==> config.mk <==
export PLATFORM = sky130hd
export DESIGN_NAME = tfn_isqrt
export DESIGN_NICKNAME = d
export VERILOG_FILES = /design/src/rtl/core/tfn_isqrt.sv
export SDC_FILE = /design/constraint.sdc
export NUM_CORES = 2
export LEC_CHECK = 0
export BUFFER_PORTS_ARGS = -buffer_cell sky130_fd_sc_hd__buf_4
export CORE_ASPECT_RATIO = 1.25
export CORE_MARGIN = 10
export CORE_UTILIZATION = 60
export DETAILED_ROUTE_END_ITERATION = 10
export PLACE_DENSITY = 0.74
export SYNTH_ARGS = -nofsm -noshare
export SYNTH_HDL_FRONTEND = slang
export SYNTH_SLANG_ARGS = --single-unit
==> constraint.sdc <==
create_clock -name i_clk -period 5.73 [get_ports i_clk]
set_clock_uncertainty 0.2 [all_clocks]
set_input_delay 1.146 -clock i_clk [delete_from_list [all_inputs] [get_ports i_clk]]
set_output_delay 1.146 -clock i_clk [all_outputs]
set_load 0.02 [all_outputs]
==> src/rtl/core/tfn_isqrt.sv <==
module tfn_isqrt #(
    parameter int LW = 62
) (
    input  logic            i_clk,
    input  logic [LW/2-1:0] i_en,
    input  logic [LW-1:0]   i_x,
    output logic [LW/2-1:0] o_root
);
    localparam int RB   = LW / 2;
    localparam int REMW = RB + 2;

    // Stage i settles root bit RB-1-i from the next two radicand bits.
    logic [REMW-1:0] r_rem  [RB-1];
    logic [LW-1:0]   r_x    [RB-1];
    logic [RB-1:0]   r_root [RB];

    genvar i;
    generate
        for (i = 0; i < RB; i++) begin : g_stage
            logic [REMW-1:0] w_prem;
            logic [LW-1:0]   w_px;
            logic [RB-1:0]   w_proot;
            logic [REMW-1:0] w_rem;
            logic [REMW-1:0] w_trial;
            logic            w_ge;

            if (i == 0) begin : g_first
                assign w_prem  = '0;
                assign w_px    = i_x;
                assign w_proot = '0;
            end else begin : g_next
                assign w_prem  = r_rem[i-1];
                assign w_px    = r_x[i-1];
                assign w_proot = r_root[i-1];
            end

            // Bring down two bits and try the next root bit.
            assign w_rem   = {w_prem[REMW-3:0], w_px[LW-1:LW-2]};
            assign w_trial = {w_proot, 2'b01};
            assign w_ge    = (w_rem >= w_trial);

            always_ff @(posedge i_clk) begin
                if (i_en[i]) begin
                    r_root[i] <= {w_proot[RB-2:0], w_ge};
                end
            end

            if (i < RB - 1) begin : g_carry
                always_ff @(posedge i_clk) begin
                    if (i_en[i]) begin
                        r_rem[i] <= w_ge ? (w_rem - w_trial) : w_rem;
                        r_x[i]   <= {w_px[LW-3:0], 2'b00};
                    end
                end
            end
        end
    endgenerate

    assign o_root = r_root[RB-1];

endmodule

* After elaboration in Yosys (flattened, before gate mapping)
Memory sizes are Yosys's and may differ from the RTL's.
Cells that the tools add are included.
Widths: inputs -> output; s select.
** Word-level totals
- Register bits after elaboration :: 0
- RAM bits :: 3751
- Input port bits :: 94
- Output and inout bits :: 31
- Word-level logic and storage cells :: 156
- Memories :: 3
** Memory list
- r_x :: words 30, bits a word 60, read ports 30, clocked after Yosys merged registers in 0, write ports 30, RTL line 14 : logic [LW-1:0] r_x [RB-1];
- r_rem :: words 30, bits a word 33, read ports 30, clocked after Yosys merged registers in 0, write ports 30, RTL line 13 : logic [REMW-1:0] r_rem [RB-1];
- r_root :: words 31, bits a word 31, read ports 31, clocked after Yosys merged registers in 0, write ports 31, RTL line 15 : logic [RB-1:0] r_root [RB];
** Cells by class
- $add $sub $neg :: 30
- $lt $le $gt $ge :: 31
- Muxes and demuxes :: 92
** Operators by type and width (count)
- $ge 33x33->1 :: 30
- $mux 33 :: 30
- $sub 33x33->33 :: 29
- $mux 1 :: 62
- $sub 2x1->3 const B :: 1
- $ge 2x1->1 const B :: 1

* Logic depth before layout (Yosys ltp)
An unclocked memory read counts as a cell.
- Depth in word-level cells :: 3
- Gate-level depth with buffers :: 15
- Gate-level depth less buffers :: 13

* Least setup slack after synthesis
No wires, ideal clock.
- Path type :: register to register
- Start point :: mem r_rem[1][401] in the netlist's numbering
- End point :: mem r_rem[1][438] in the netlist's numbering (data pin)
- Setup time :: 260 ps
- Arrival :: 2986 ps
- Required time :: 5270 ps
- Path slack :: 2284 ps
- Stages on the path, launching flop included :: 13
- Path buffers :: 2
- Clock period less this slack :: 3446 ps
- Path through :: edfxtp_1 -> ha_1 -> clkbuf_1 -> and4_1 -> o2bb2ai_1 -> a21o_1 -> o41ai_2 -> o21ai_0 -> o21ai_0 -> a21boi_0 -> o21ai_1 -> buf_2 -> mux2_2
** RTL lines (RTL line)
- from (decl) :: 13

==> impl_metrics.yaml <==
sta:
  fmax_ghz: 0.223
  period_needed_ns: 4.47
  setup_tns_ns: 0
  drv_slew: 0
  final-hold-violation-count: 0
  fin_crit_sh: 0.781
  grt_setup_unrepaired: "false"
  relSlewSlack: 0.194
  setup_viol: 0
  worst-slew-pin-transition_ns: 1.19
detailed_routing:
  wl_met2_um: 121000
  highest_layer: "met5"
  wl_met1_um: 83900
  met3_length_um: 9550
  vias_per_cell: 5.80
  vias: 64100
  drt_iter0_markers: 4355
  wl_per_cell_um: 20.4
  drc: 0
  drt-pass1-iter-count: 7
  ant_nets: 0
  drt-total-wl_um: 225000
worst_setup_path:
  worst_setup_path_end_kind: "register"
  worstPathMaxFanout: 38
  critPathMostFrequentCell: "a21o_1"
  r2r_end: "r_rem[1][374]$_DFFE_PP_"
  reg2reg_slack_ns: 1.26
  r2r_cells: 11
  crit_arrival_ns: 4.89
  crit_path_max_incr_delay_ns: 0.55
  critical_path.cell_chain: "ha_1 -> a21o_1 -> a21o_1 -> a2111oi_0 -> a311oi_1 -> a221oi_2 -> o211ai_1 -> a21oi_1 -> nand2_1 -> buf_4 -> mux2_2"
  start_kind: "register"
  startpoint: "r_rem[1][338]$_DFFE_PP_"
  crit_type: "register to register"
  rr_startpoint: "r_rem[1][338]$_DFFE_PP_"
  crit_path_top_delay_cell: "a2111oi_0"
  cp.required_ns: 6.15
  crit_path_end: "r_rem[1][374]$_DFFE_PP_"
cts:
  numClockSinks: 2313
  cts_tree: "yes"
  cts_setup_buffers: 0
  clkLatencyLatePin_ns: 0.90
  cts.path.max_buffers: 3
  clk_pin_slew_ns: 0.06
  cts_resized: 0
  cts_buffers: 215
  cts_htree_levels: 4
  clockRootBuffer: "clkbuf_16"
  ctsHoldBuffers: 0
global_routing:
  grt_use_total: 0.226
  antenna_found_initial: 3
  grt_pass1_wl_um: 351000
  overflow: 0
  grt_max_degree: 70
  grt_pass1_vias: 63800
yosys:
  async_flop_share: 0
  synth_enable_flop_cells: 2313
  post_synth.cell_area_avg_um2: 13.0
  synth_nets: 8873
  synth_area_um2: 107000
  ys_ff_latch: 2313
  syn_inst: 8251
  seq_area_frac_synth: 0.648
  synth_ff_type: "edfxtp_1"
  yosys_warnings: 0
  yosys.cell_types.count: 100
place:
  portBuffers: 124
  dpl_cell_area_um2: 111000
  dp_cells: 10600
  place.gp.congestion: 0.921
  dp_hpwl_um: 165000
cells_and_area:
  layout-drive-gt1-share: 0.0754
  post-route-util: 0.666
  fin_nets: 9119
  final_cell_area_um2: 118000
  area_growth_pct: 10.3
  fin_cells: 11000
  final_cell_mix: "2313 x edfxtp_1, 681 x inv_1, 546 x nand2_1, 528 x ha_1, 515 x nor2_1"
  final_common_cell: "edfxtp_1"
power:
  leakagePower_nw: 45.3
  pwr_density_cell_nw_per_um2: 401
  ir_drop_uv: 345
run:
  maxCapViolations: 0
floorplanning:
  die_x_um: 398
  pin_count: 125
  design.die.area_um2: 196000
  coreArea_um2: 178000
  floorplan.initialDensity: 0.603
  fp-row-count: 173
  dieHeight_um: 493
min_path:
  hold_class: "register to register"
status:
  outcome: "finished, final reports clean"
[power by group]
part / leakage (nW) / total, W / switching, W / internal [W]
Clock: 3.49 / 0.0146 / 0.00638 / 0.00817
Combinational: 19.6 / 0.00997 / 0.00586 / 0.00411
Sequential: 22.2 / 0.0230 / 0.00152 / 0.0214
[registers in the layout, summed over array words and instances, names as in the netlist]
name / count
r_x: 930
r_rem: 887
r_root: 496
[Yosys cell counts (all sizes together) (86+ instances only)]
library cell,count,share of area
edfxtp,2313,0.65
inv,685,0.024
nand2,547,0.019
ha,528,0.062
nor2,518,0.018
a21oi,496,0.023
o21ai,458,0.021
xnor2,393,0.032
xor2,333,0.027
a21o,213,0.015
nor3,199,0.0095
nand3,143,0.0067
nand2b,112,0.0065
clkbuf,111,0.0039
nor4,94,0.0057
o21a,94,0.0066
nand4,92,0.0054
nor2b,86,0.0050
[metal layers]
metal,vias up,track usage
met1,30900,0.253
met4,2,0.101
li1,30900,-
met3,545,0.0325
met2,1661,0.423
met5,-,0
[how the worst min path moves through the flow]
stage                                from                    end  slack [ns]  depth (start not counted)
floorplan            r_x[0][38]$_DFFE_PP_  r_x[0][100]$_DFFE_PP_        0.20                          0
global placement     r_x[0][16]$_DFFE_PP_   r_x[0][78]$_DFFE_PP_        0.20                          0
detailed placement   r_x[0][49]$_DFFE_PP_  r_x[0][111]$_DFFE_PP_        0.20                          0
CTS                               i_x[27]   r_x[0][27]$_DFFE_PP_        0.14                          1
global route                      i_x[27]   r_x[0][27]$_DFFE_PP_        0.16                          1
finish              r_x[1][591]$_DFFE_PP_  r_x[1][653]$_DFFE_PP_        0.19                          0
[worst max-delay path, delay by kind of cell (launching register included)]
family | cells | cell delay, ns
muxes | 1 | 0.32
buffers and inverters | 1 | 0.40
adders and majority gates | 1 | 0.40
AOI/OAI and AO/OA | 7 | 2.15
and+or+nand+nor | 1 | 0.34
DFF | 1 | 0.39
[metrics by stage]
| stage | worst slack [ns] | hold slack, ns | total power, W |
|---|---|---|---|
| after CTS | 1.42 | 0.136 | 0.0478 |
| after global placement | 1.51 | 0.200 | 0.0329 |
| after floorplan | 2.28 | 0.200 | 0.0298 |
| final | 1.26 | 0.185 | 0.0475 |
| after global routing | 1.04 | 0.156 | 0.0498 |
| after detailed placement | 1.42 | 0.205 | 0.0331 |
[cell families (layout without fill, tap and decap cells)]
kind of cell / after synthesis / after routing / synth area share
mux: 71 / 71 / 0.00738
fa+ha+maj: 528 / 528 / 0.0616
xor+xnor: 726 / 726 / 0.0593
other cells: 1 / 3 / 0.0000350
buf+inv: 829 / 1260 / 0.0294
compound gates: 1656 / 1656 / 0.0963
simple gates: 2127 / 2127 / 0.0984
flops: 2313 / 2313 / 0.648
[area by class of cell]
class	count	area, µm²
inverters	685	2570
diodes	2	5.00
repair buffers	173	1300
clock inverters	147	1790
flip-flops and latches	2313	69500
well taps	2362	2960
multi-input cells	5109	34700
clock buffers	255	5530
fillers	12600	59400
No activity file was read; power rests on OpenSTA's default activity.
